--- src/sv/apc_pkg.sv ---
// Shared types, constants and the control program of the admittance position controller.
// Used by apc_sequencer, apc_datapath and admittance_position_controller; no dependencies.
package apc_pkg;

    localparam int DW       = 32;
    localparam int TEND_W   = 31;
    localparam int NUM_REGS = 8;
    localparam int REG_IW   = 3;
    localparam int FRAC     = 16;
    localparam int PROD_W   = 2 * DW;
    localparam int ACC_W    = PROD_W - FRAC + 2;
    localparam int SUB_W    = ACC_W + 2;
    localparam int PC_W     = 4;
    localparam int IN_TDATA_W  = 192;
    localparam int OUT_TDATA_W = 96;

    // Configuration register indexes; the multiplier coefficient select uses them directly.
    localparam logic [REG_IW-1:0] REG_A11 = 3'd0;
    localparam logic [REG_IW-1:0] REG_A12 = 3'd1;
    localparam logic [REG_IW-1:0] REG_A21 = 3'd2;
    localparam logic [REG_IW-1:0] REG_A22 = 3'd3;
    localparam logic [REG_IW-1:0] REG_B1  = 3'd4;
    localparam logic [REG_IW-1:0] REG_B2  = 3'd5;
    localparam logic [REG_IW-1:0] REG_GP  = 3'd6;
    localparam logic [REG_IW-1:0] REG_GD  = 3'd7;

    // Subtractor A operand.
    localparam logic [2:0] A_ZERO = 3'd0;
    localparam logic [2:0] A_TP   = 3'd1;
    localparam logic [2:0] A_TV   = 3'd2;
    localparam logic [2:0] A_NP   = 3'd3;
    localparam logic [2:0] A_NV   = 3'd4;
    localparam logic [2:0] A_ACC  = 3'd5;

    // Subtractor B operand.
    localparam logic [2:0] B_ZERO = 3'd0;
    localparam logic [2:0] B_AP   = 3'd1;
    localparam logic [2:0] B_AV   = 3'd2;
    localparam logic [2:0] B_MP   = 3'd3;
    localparam logic [2:0] B_MV   = 3'd4;
    localparam logic [2:0] B_ACC  = 3'd5;

    // Subtractor destination.
    localparam logic [2:0] D_NONE = 3'd0;
    localparam logic [2:0] D_EP   = 3'd1;
    localparam logic [2:0] D_EV   = 3'd2;
    localparam logic [2:0] D_NP   = 3'd3;
    localparam logic [2:0] D_NV   = 3'd4;
    localparam logic [2:0] D_DT   = 3'd5;
    localparam logic [2:0] D_PE   = 3'd6;

    // Multiplier data operand.
    localparam logic [2:0] MB_EP  = 3'd0;
    localparam logic [2:0] MB_EV  = 3'd1;
    localparam logic [2:0] MB_MF  = 3'd2;
    localparam logic [2:0] MB_PE  = 3'd3;
    localparam logic [2:0] MB_DT  = 3'd4;

    // Accumulator operation.
    localparam logic [1:0] ACC_HOLD = 2'd0;
    localparam logic [1:0] ACC_LOAD = 2'd1;
    localparam logic [1:0] ACC_ADD  = 2'd2;

    // Jump condition.
    localparam logic [1:0] J_NONE   = 2'd0;
    localparam logic [1:0] J_ALWAYS = 2'd1;
    localparam logic [1:0] J_FREE   = 2'd2;

    typedef struct packed {
        logic [2:0]      sub_a;
        logic [2:0]      sub_b;
        logic [2:0]      sub_dst;
        logic            mul_en;
        logic [REG_IW-1:0] mul_coef;
        logic [2:0]      mul_b;
        logic [1:0]      acc_op;
        logic            clamp_en;
        logic [1:0]      jmp;
        logic [PC_W-1:0] jmp_target;
        logic            done;
    } ctrl_t;

    typedef struct packed {
        ctrl_t word;
        logic  step_en;
        logic  start;
    } seq_ctl_t;

    typedef logic [NUM_REGS-1:0][DW-1:0] coef_set_t;

    // Control program. The multiplier result is registered, so the accumulator
    // picks up a product one step after it was issued.
    function automatic ctrl_t prog_word(input logic [PC_W-1:0] pc);
        ctrl_t w;
        w = '0;
        w.sub_dst = D_NONE;
        w.acc_op  = ACC_HOLD;
        w.jmp     = J_NONE;
        case (pc)
            4'd0: begin
                w.sub_a = A_TP; w.sub_b = B_AP; w.sub_dst = D_EP;
            end
            4'd1: begin
                w.sub_a = A_TV; w.sub_b = B_AV; w.sub_dst = D_EV;
                w.mul_en = 1'b1; w.mul_coef = REG_A11; w.mul_b = MB_EP;
            end
            4'd2: begin
                w.mul_en = 1'b1; w.mul_coef = REG_A12; w.mul_b = MB_EV;
                w.acc_op = ACC_LOAD;
            end
            4'd3: begin
                w.mul_en = 1'b1; w.mul_coef = REG_B1; w.mul_b = MB_MF;
                w.acc_op = ACC_ADD;
            end
            4'd4: begin
                w.mul_en = 1'b1; w.mul_coef = REG_A21; w.mul_b = MB_EP;
                w.acc_op = ACC_ADD;
            end
            4'd5: begin
                w.sub_a = A_TP; w.sub_b = B_ACC; w.sub_dst = D_NP;
                w.mul_en = 1'b1; w.mul_coef = REG_A22; w.mul_b = MB_EV;
                w.acc_op = ACC_LOAD;
            end
            4'd6: begin
                w.mul_en = 1'b1; w.mul_coef = REG_B2; w.mul_b = MB_MF;
                w.acc_op = ACC_ADD;
            end
            4'd7: begin
                w.acc_op = ACC_ADD;
            end
            4'd8: begin
                w.sub_a = A_TV; w.sub_b = B_ACC; w.sub_dst = D_NV;
                w.jmp = J_FREE; w.jmp_target = 4'd10;
            end
            4'd9: begin
                w.clamp_en = 1'b1;
                w.sub_a = A_ZERO; w.sub_b = B_MV; w.sub_dst = D_DT;
                w.jmp = J_ALWAYS; w.jmp_target = 4'd11;
            end
            4'd10: begin
                w.sub_a = A_NV; w.sub_b = B_MV; w.sub_dst = D_DT;
            end
            4'd11: begin
                w.sub_a = A_NP; w.sub_b = B_MP; w.sub_dst = D_PE;
            end
            4'd12: begin
                w.mul_en = 1'b1; w.mul_coef = REG_GP; w.mul_b = MB_PE;
            end
            4'd13: begin
                w.mul_en = 1'b1; w.mul_coef = REG_GD; w.mul_b = MB_DT;
                w.acc_op = ACC_LOAD;
            end
            4'd14: begin
                w.acc_op = ACC_ADD;
            end
            4'd15: begin
                w.sub_a = A_ACC; w.sub_b = B_ZERO; w.done = 1'b1;
            end
            default: begin
                w = '0;
            end
        endcase
        return w;
    endfunction

    // Saturation of a subtractor result to the 32-bit signed range.
    function automatic logic sat_ovf(input logic signed [SUB_W-1:0] v);
        return (v > SUB_W'(signed'(32'sh7FFFFFFF))) ||
               (v < SUB_W'(signed'(32'sh80000000)));
    endfunction

    function automatic logic [DW-1:0] sat32(input logic signed [SUB_W-1:0] v);
        logic [DW-1:0] r;
        if (v > SUB_W'(signed'(32'sh7FFFFFFF))) begin
            r = 32'h7FFFFFFF;
        end else if (v < SUB_W'(signed'(32'sh80000000))) begin
            r = 32'h80000000;
        end else begin
            r = v[DW-1:0];
        end
        return r;
    endfunction

endpackage

--- src/sv/apc_sequencer.sv ---
// Step counter and program ROM of the admittance position controller.
// Depends on apc_pkg; drives apc_datapath through a seq_ctl_t bundle.
module apc_sequencer (
    input  logic             aclk,
    input  logic             aresetn,
    input  logic             s_tvalid,
    output logic             s_tready,
    input  logic             free_mode,
    input  logic             out_free,
    output apc_pkg::seq_ctl_t ctl
);
    import apc_pkg::*;

    logic            busy_reg, busy_next;
    logic [PC_W-1:0] pc_reg, pc_next;
    ctrl_t           word;
    logic            step_en;
    logic            start;

    always_comb begin
        word     = prog_word(pc_reg);
        // The last step waits while the output register still holds an untaken word.
        step_en  = busy_reg && !(word.done && !out_free);
        start    = s_tvalid && !busy_reg;
        s_tready = !busy_reg;

        busy_next = busy_reg;
        pc_next   = pc_reg;
        if (start) begin
            busy_next = 1'b1;
            pc_next   = '0;
        end else if (step_en) begin
            if (word.done) begin
                busy_next = 1'b0;
                pc_next   = '0;
            end else if (word.jmp == J_ALWAYS || (word.jmp == J_FREE && free_mode)) begin
                pc_next = word.jmp_target;
            end else begin
                pc_next = pc_reg + PC_W'(1);
            end
        end

        ctl.word    = word;
        ctl.step_en = step_en;
        ctl.start   = start;
    end

    always_ff @(posedge aclk) begin
        if (!aresetn) begin
            busy_reg <= 1'b0;
            pc_reg   <= '0;
        end else begin
            busy_reg <= busy_next;
            pc_reg   <= pc_next;
        end
    end

endmodule

--- src/sv/apc_datapath.sv ---
// Datapath of the admittance position controller: saturating subtractor, one
// 32x32 multiplier, accumulator, working registers and the stored admittance state.
// Depends on apc_pkg; controlled by apc_sequencer.
module apc_datapath (
    input  logic                      aclk,
    input  logic                      aresetn,
    input  apc_pkg::seq_ctl_t         ctl,
    input  apc_pkg::coef_set_t        coefs,
    input  logic [apc_pkg::DW-1:0]    meas_position,
    input  logic [apc_pkg::DW-1:0]    meas_velocity,
    input  logic [apc_pkg::DW-1:0]    meas_force,
    input  logic [apc_pkg::DW-1:0]    target_position,
    input  logic [apc_pkg::DW-1:0]    target_velocity,
    input  logic [apc_pkg::TEND_W-1:0] travel_end,
    input  logic                      free_mode_in,
    output logic                      free_mode,
    output logic                      res_valid,
    output logic [apc_pkg::DW-1:0]    drive_command,
    output logic [apc_pkg::DW-1:0]    adm_position_out,
    output logic [apc_pkg::DW-1:0]    adm_velocity_out,
    output logic                      clamped
);
    import apc_pkg::*;

    // Captured input word.
    logic [DW-1:0]     mp_reg, mv_reg, mf_reg, tp_reg, tv_reg;
    logic [TEND_W-1:0] tend_reg;
    logic              free_reg;

    // Working registers.
    logic [DW-1:0] ep_reg, ev_reg, np_reg, nv_reg, dt_reg, pe_reg;
    logic signed [PROD_W-1:0] prod_reg;
    logic signed [ACC_W-1:0]  acc_reg, acc_next;
    logic flag_reg, flag_next;
    logic [DW-1:0] adm_p_reg, adm_v_reg;

    logic signed [SUB_W-1:0] op_a, op_b, diff;
    logic [DW-1:0]           diff_sat;
    logic                    diff_ovf;
    logic [DW-1:0]           mul_a, mul_b;
    logic signed [ACC_W-1:0] prod_q;
    logic [DW-1:0]           np_clamp;
    logic                    clamp_hit;
    ctrl_t                   w;

    always_comb begin
        w = ctl.word;

        case (w.sub_a)
            A_TP:    op_a = SUB_W'(signed'(tp_reg));
            A_TV:    op_a = SUB_W'(signed'(tv_reg));
            A_NP:    op_a = SUB_W'(signed'(np_reg));
            A_NV:    op_a = SUB_W'(signed'(nv_reg));
            A_ACC:   op_a = SUB_W'(acc_reg);
            default: op_a = '0;
        endcase
        case (w.sub_b)
            B_AP:    op_b = SUB_W'(signed'(adm_p_reg));
            B_AV:    op_b = SUB_W'(signed'(adm_v_reg));
            B_MP:    op_b = SUB_W'(signed'(mp_reg));
            B_MV:    op_b = SUB_W'(signed'(mv_reg));
            B_ACC:   op_b = SUB_W'(acc_reg);
            default: op_b = '0;
        endcase
        diff     = op_a - op_b;
        diff_sat = sat32(diff);
        diff_ovf = sat_ovf(diff);

        mul_a = coefs[w.mul_coef];
        case (w.mul_b)
            MB_EP:   mul_b = ep_reg;
            MB_EV:   mul_b = ev_reg;
            MB_MF:   mul_b = mf_reg;
            MB_PE:   mul_b = pe_reg;
            MB_DT:   mul_b = dt_reg;
            default: mul_b = '0;
        endcase

        // Dropping the fraction bits of the product rounds toward minus infinity.
        prod_q = ACC_W'(signed'(prod_reg[PROD_W-1:FRAC]));
        case (w.acc_op)
            ACC_LOAD: acc_next = prod_q;
            ACC_ADD:  acc_next = acc_reg + prod_q;
            default:  acc_next = acc_reg;
        endcase

        // Raise to zero first, then lower to the travel end.
        clamp_hit = 1'b0;
        np_clamp  = np_reg;
        if (np_reg[DW-1]) begin
            np_clamp  = '0;
            clamp_hit = 1'b1;
        end else if (np_reg > {1'b0, tend_reg}) begin
            np_clamp  = {1'b0, tend_reg};
            clamp_hit = 1'b1;
        end

        flag_next = flag_reg;
        if ((w.sub_dst != D_NONE || w.done) && diff_ovf) begin
            flag_next = 1'b1;
        end
        if (w.clamp_en && clamp_hit) begin
            flag_next = 1'b1;
        end

        free_mode        = free_reg;
        res_valid        = ctl.step_en && w.done;
        drive_command    = diff_sat;
        adm_position_out = np_reg;
        adm_velocity_out = nv_reg;
        clamped          = flag_next;
    end

    always_ff @(posedge aclk) begin
        if (ctl.start) begin
            mp_reg   <= meas_position;
            mv_reg   <= meas_velocity;
            mf_reg   <= meas_force;
            tp_reg   <= target_position;
            tv_reg   <= target_velocity;
            tend_reg <= travel_end;
            free_reg <= free_mode_in;
        end
        if (ctl.step_en) begin
            case (w.sub_dst)
                D_EP:    ep_reg <= diff_sat;
                D_EV:    ev_reg <= diff_sat;
                D_NP:    np_reg <= diff_sat;
                D_NV:    nv_reg <= diff_sat;
                D_DT:    dt_reg <= diff_sat;
                D_PE:    pe_reg <= diff_sat;
                default: ;
            endcase
            if (w.clamp_en) begin
                np_reg <= np_clamp;
            end
            if (w.mul_en) begin
                prod_reg <= signed'(mul_a) * signed'(mul_b);
            end
            acc_reg <= acc_next;
        end
    end

    always_ff @(posedge aclk) begin
        if (!aresetn) begin
            flag_reg  <= 1'b0;
            adm_p_reg <= '0;
            adm_v_reg <= '0;
        end else begin
            if (ctl.start) begin
                flag_reg <= 1'b0;
            end else if (ctl.step_en) begin
                flag_reg <= flag_next;
            end
            if (res_valid) begin
                adm_p_reg <= np_reg;
                adm_v_reg <= nv_reg;
            end
        end
    end

endmodule

--- src/sv/admittance_position_controller.sv ---
// Top level of the admittance position controller: configuration registers,
// output register, and the microcoded sequencer with its datapath.
// Depends on apc_pkg, apc_sequencer and apc_datapath.
//
//  Channel   Direction  Handshake           Contents
//  s_        in         s_tvalid/s_tready   measurements, targets, travel end; mode in tuser
//  m_        out        m_tvalid/m_tready   drive command, admittance state; flag in tuser
//  cfg_      in         cfg_we              coefficient and gain registers, index 0 to 7
//
// Each word is captured and then worked through the program steps in turn, as set by the
// single shared multiplier and subtractor that the control program sequences.
// The program holds 16 steps, but the mode branch runs only one of its two arms.
// Reset is synchronous and active low; it clears the sequencer, the admittance
// state and the output valid, while coefficients reset to zero.
// A finished result waits in the output register, so the next word is taken
// and worked on meanwhile; only the final step waits if that register is still full.
module admittance_position_controller (
    input  logic                              aclk,
    input  logic                              aresetn,
    // Input word.
    input  logic                              s_tvalid,
    output logic                              s_tready,
    // tdata from bit 0: meas_position, meas_velocity, meas_force, target_position,
    // target_velocity, travel_end (31 bits), one zero pad bit.
    input  logic [apc_pkg::IN_TDATA_W-1:0]    s_tdata,
    // tuser: free_mode.
    input  logic [0:0]                        s_tuser,
    // Result word.
    output logic                              m_tvalid,
    input  logic                              m_tready,
    // tdata from bit 0: drive_command, adm_position_out, adm_velocity_out.
    output logic [apc_pkg::OUT_TDATA_W-1:0]   m_tdata,
    // tuser: clamped.
    output logic [0:0]                        m_tuser,
    // Configuration write port.
    input  logic                              cfg_we,
    input  logic [apc_pkg::REG_IW-1:0]        cfg_addr,
    input  logic [apc_pkg::DW-1:0]            cfg_wdata
);
    import apc_pkg::*;

    coef_set_t coef_reg;
    seq_ctl_t  ctl;
    logic      free_mode;
    logic      out_free;
    logic      res_valid;
    logic [DW-1:0] res_cmd, res_pos, res_vel;
    logic      res_flag;

    logic                   m_valid_reg;
    logic [OUT_TDATA_W-1:0] m_data_reg;
    logic                   m_flag_reg;

    // Software must load the coefficient registers only while the block is idle; the block itself does not enforce it.
    always_ff @(posedge aclk) begin
        if (!aresetn) begin
            coef_reg <= '0;
        end else if (cfg_we) begin
            coef_reg[cfg_addr] <= cfg_wdata;
        end
    end

    assign out_free = !m_valid_reg || m_tready;

    apc_sequencer u_seq (
        .aclk      (aclk),
        .aresetn   (aresetn),
        .s_tvalid  (s_tvalid),
        .s_tready  (s_tready),
        .free_mode (free_mode),
        .out_free  (out_free),
        .ctl       (ctl)
    );

    apc_datapath u_dp (
        .aclk             (aclk),
        .aresetn          (aresetn),
        .ctl              (ctl),
        .coefs            (coef_reg),
        .meas_position    (s_tdata[31:0]),
        .meas_velocity    (s_tdata[63:32]),
        .meas_force       (s_tdata[95:64]),
        .target_position  (s_tdata[127:96]),
        .target_velocity  (s_tdata[159:128]),
        .travel_end       (s_tdata[190:160]),
        .free_mode_in     (s_tuser[0]),
        .free_mode        (free_mode),
        .res_valid        (res_valid),
        .drive_command    (res_cmd),
        .adm_position_out (res_pos),
        .adm_velocity_out (res_vel),
        .clamped          (res_flag)
    );

    // Output register: loaded on the final program step, which only runs when
    // the register is empty or being emptied in the same cycle.
    always_ff @(posedge aclk) begin
        if (!aresetn) begin
            m_valid_reg <= 1'b0;
        end else if (res_valid) begin
            m_valid_reg <= 1'b1;
        end else if (m_tready) begin
            m_valid_reg <= 1'b0;
        end
    end

    always_ff @(posedge aclk) begin
        if (res_valid) begin
            m_data_reg <= {res_vel, res_pos, res_cmd};
            m_flag_reg <= res_flag;
        end
    end

    assign m_tvalid   = m_valid_reg;
    assign m_tdata    = m_data_reg;
    assign m_tuser[0] = m_flag_reg;

endmodule
--- config.mk ---
export PLATFORM = sky130hd
export DESIGN_NAME = admittance_position_controller
export DESIGN_NICKNAME = d
export VERILOG_FILES = /design/src/sv/apc_pkg.sv /design/src/sv/apc_sequencer.sv /design/src/sv/apc_datapath.sv /design/src/sv/admittance_position_controller.sv
export SDC_FILE = /design/constraint.sdc
export NUM_CORES = 2
export LEC_CHECK = 0
export BUFFER_PORTS_ARGS = -buffer_cell sky130_fd_sc_hd__buf_2
export CAP_MARGIN = 30
export CORE_MARGIN = 2
export CORE_UTILIZATION = 31
export DETAILED_ROUTE_END_ITERATION = 8
export PLACE_DENSITY = 0.43
export SYNTH_ARGS = -nofsm -noshare
export SYNTH_HDL_FRONTEND = slang
export SYNTH_SLANG_ARGS = --single-unit
--- constraint.sdc ---
create_clock -name aclk -period 29.9 [get_ports aclk]
set_input_delay 5.98 -clock aclk [delete_from_list [all_inputs] [get_ports aclk]]
set_output_delay 5.98 -clock aclk [all_outputs]
set_load 0.03 [all_outputs]
==> metrics <==
status=complete, no violations; Max Buffers Root-to-Sink=3; Final Slew Violations=0; DP Cell Count=11320; Vias/cell=5.075; Reg area=23930 um^2; 1st-pass router iterations=8; Post-Layout Cell Count=11520; Rows=183; layout cell share with drive strength beyond 1=10.88%; Filler cells=25580; max FFs per register=256; crit-path most repeated cell=fa_1; Synth Register Bits=906; crit end category=flop; Seq/Total Area, Yosys=30.77%; Cells after Synth=7942; DRT antenna net count=0; fin crit period=12.72 ns; Pleak=0.03680 uW; CP Data Required Time=30.41 ns; asr flop ratio synth=0%; Worst R2R End=u_dp.prod_reg[57]$_DFFE_PP_; Crit Path Class=flop to flop; final hold vios=0; clock sinks=906; reg-to-reg slack, setup=17.18 ns; Yosys warnings=0; largest net degree at the start of global routing=123; max-cap viol count=0; adder-cell share of the synthesized area=32.95%; total wire length=289300 um; die area=254900 um^2; hold crit path type=flop to flop; Synth cell types=92; commonest non-fill, non-tap cell in the layout=nand2_1; WL met1=126500 um; width of the die=504.9 um; post-cts repair resize count=0; total number of vias=58490; worst r2r src=u_seq.pc_reg[1]$_SDFFE_PP0P_; clock root buffer=clkbuf_16; H-tree depth=3; top sig layer=met5; top_reg_cell synth=edfxtp_1; cts-stage hold buffer count=0; largest family of logic cells by synthesized area=adder cells; Final Cycle Share=42.53%; syn nets=9573; Setup violations, final=0; Max-slew headroom=23.30%; multi-input logic area=48680 um^2; Worst Setup Start Kind=flop; CTS clock-pin slew for the worst setup and hold paths=0.06 ns; commonest cells after routing, fill and taps aside=1557 x nand2_1, 1097 x inv_1, 1083 x fa_1, 591 x nor2_1, 579 x edfxtp_1; Post-DP HPWL=209400 um; first-pass GRT wire length=424000 um; Clock Latency Late Sink=0.79 ns; Max VDD drop=48.05 uV; Cell Area, Placed=84050 um^2; mux cell area share after synthesis=1.657%; wire length per cell=25.10 um; Core ar.=249100 um^2; worst-margin pin slew=1.138 ns; worst-path maximum fanout=43; Finished Cell Area=87780 um^2; 1st-iter DRT viols=4478; Tot GR Track Use=22.52%; max incr delay on CP=0.82 ns; Synth Area in Compound Gates=11.54%; routability cong.=0.9155; RSZ-0062 raised after global routing=no; Avg Cell Area, Syn=9.792 um^2; starting density of the core=31.22%; initial antenna violation count=19; met2 wire len=135800 um; simple-gate share of the synthesized area=13.88%; GRT overflow=0; power per cell area=50.97 nW/um^2; CP Capture Point=u_dp.prod_reg[57]$_DFFE_PP_; drt drc=0; Hold Path Depth=2; Die Y=504.9 um; post-synthesis xor/xnor area fraction=1.599%; Worst R2R Path Depth=33; Post-synth EDFFs=579; Top-Level Pins=332; CTS tree=yes; area delta synth->final=12.86%; vias in the first global route=61460; routed wl met3=17270 um; post-CTS setup buffer count=0; fin nets=9732; port bufs=330; Setup TNS=0 ns; Max Fclk=78.64 MHz; Fin Clk Skew=0.09648 ns; slowest CP cell=a31oi_4; worst path arrival time=13.23 ns; Mapped Area=77770 um^2; CP Launch Point=u_seq.pc_reg[1]$_SDFFE_PP0P_; final hold slack=0.4603 ns; Num CTS Buffers=105
## cells by family after synthesis
| group | count (synthesis) |
|---|---|
| XOR/XNOR | 142 |
| adder cells (fa/ha/maj) | 1398 |
| multiplexers | 86 |
| flip-flops | 906 |
| AND/OR/NAND/NOR | 2609 |
| AO/OA/AOI/OAI | 1250 |
| buffers and inverters | 1551 |
## worst min-delay path by stage
stage | startpoint | endpoint
2_1_floorplan | coef_reg[64]$_SDFFE_PN0P_ | coef_reg[64]$_SDFFE_PN0P_
3_5_place_dp | coef_reg[64]$_SDFFE_PN0P_ | coef_reg[64]$_SDFFE_PN0P_
4_1_cts | coef_reg[64]$_SDFFE_PN0P_ | coef_reg[64]$_SDFFE_PN0P_
6_report | coef_reg[247]$_SDFFE_PN0P_ | coef_reg[247]$_SDFFE_PN0P_
5_1_grt | coef_reg[139]$_SDFFE_PN0P_ | coef_reg[139]$_SDFFE_PN0P_
3_3_place_gp | coef_reg[96]$_SDFFE_PN0P_ | coef_reg[96]$_SDFFE_PN0P_
## cell usage after synthesis, drive strengths merged, types with 21 or more instances
cell type	n	share of area (%)
nand2	1562	7.5
inv	1099	5.3
fa	1083	28
nor2	606	2.9
edfxtp	579	22
clkbuf	411	2.0
a21boi	337	3.3
dfxtp	327	8.4
ha	315	5.1
a21oi	218	1.4
o21ai	128	0.83
nand3	122	0.81
a21o	121	1.2
xnor2	96	1.1
a222oi	77	0.99
nor2b	67	0.54
a22oi	63	0.61
and2	51	0.41
xor2	46	0.52
a31oi	45	0.36
mux2	42	0.61
buf	41	0.27
nand4	40	0.32
a211oi	36	0.36
nand2b	32	0.26
nor3	32	0.21
a31o	31	0.35
and3	30	0.24
mux4	30	0.87
o21bai	29	0.28
o311ai	29	0.42
a211o	26	0.29
o21a	21	0.20
## metal layers
metal	GRT usage [%]	up-vias
met1	30.15	30290
met2	37.19	1744
met5	0	-
li1	-	26080
met4	6.761	6
met3	3.797	369
## where the power goes
part / internal [uW] / total, uW / switching (uW)
combinational: 600 / 1660 / 1060
clock: 793 / 1360 / 569
sequential: 1430 / 1450 / 20.5
total: 2820 / 4470 / 1650
## per-stage QoR
step	total power, uW	utilization, %	setup WS, ns
2_1_floorplan	2515	-	19.51
3_3_place_gp	3115	33.61	17.18
3_5_place_dp	3125	33.74	17.18
4_1_cts	4508	35.20	17.12
5_1_grt	4736	35.23	16.52
6_report	4474	35.23	17.18
## worst max-delay path: cells and delay by family, from the launching register on
| family | cells | cell delay, ns |
|---|---|---|
| AOI/OAI and AO/OA | 8 | 3.36 |
| xor gates and xnor gates | 1 | 0.12 |
| adders and majority gates | 10 | 4.95 |
| buffers and inverters | 5 | 0.91 |
| DFF | 1 | 0.50 |
| muxes | 1 | 0.57 |
| and+or+nand+nor | 8 | 1.96 |
## cell type report
class,count,share of cell area [%]
antenna,5,0.01425
clock buffer,147,3.299
clock inverter,48,0.8339
inverter,1099,4.714
multi-input combinational,5485,55.46
sequential,906,27.27
tap,3330,4.747
timing repair buffer,504,3.663
Note: power is estimated with default switching activity, not from simulation.
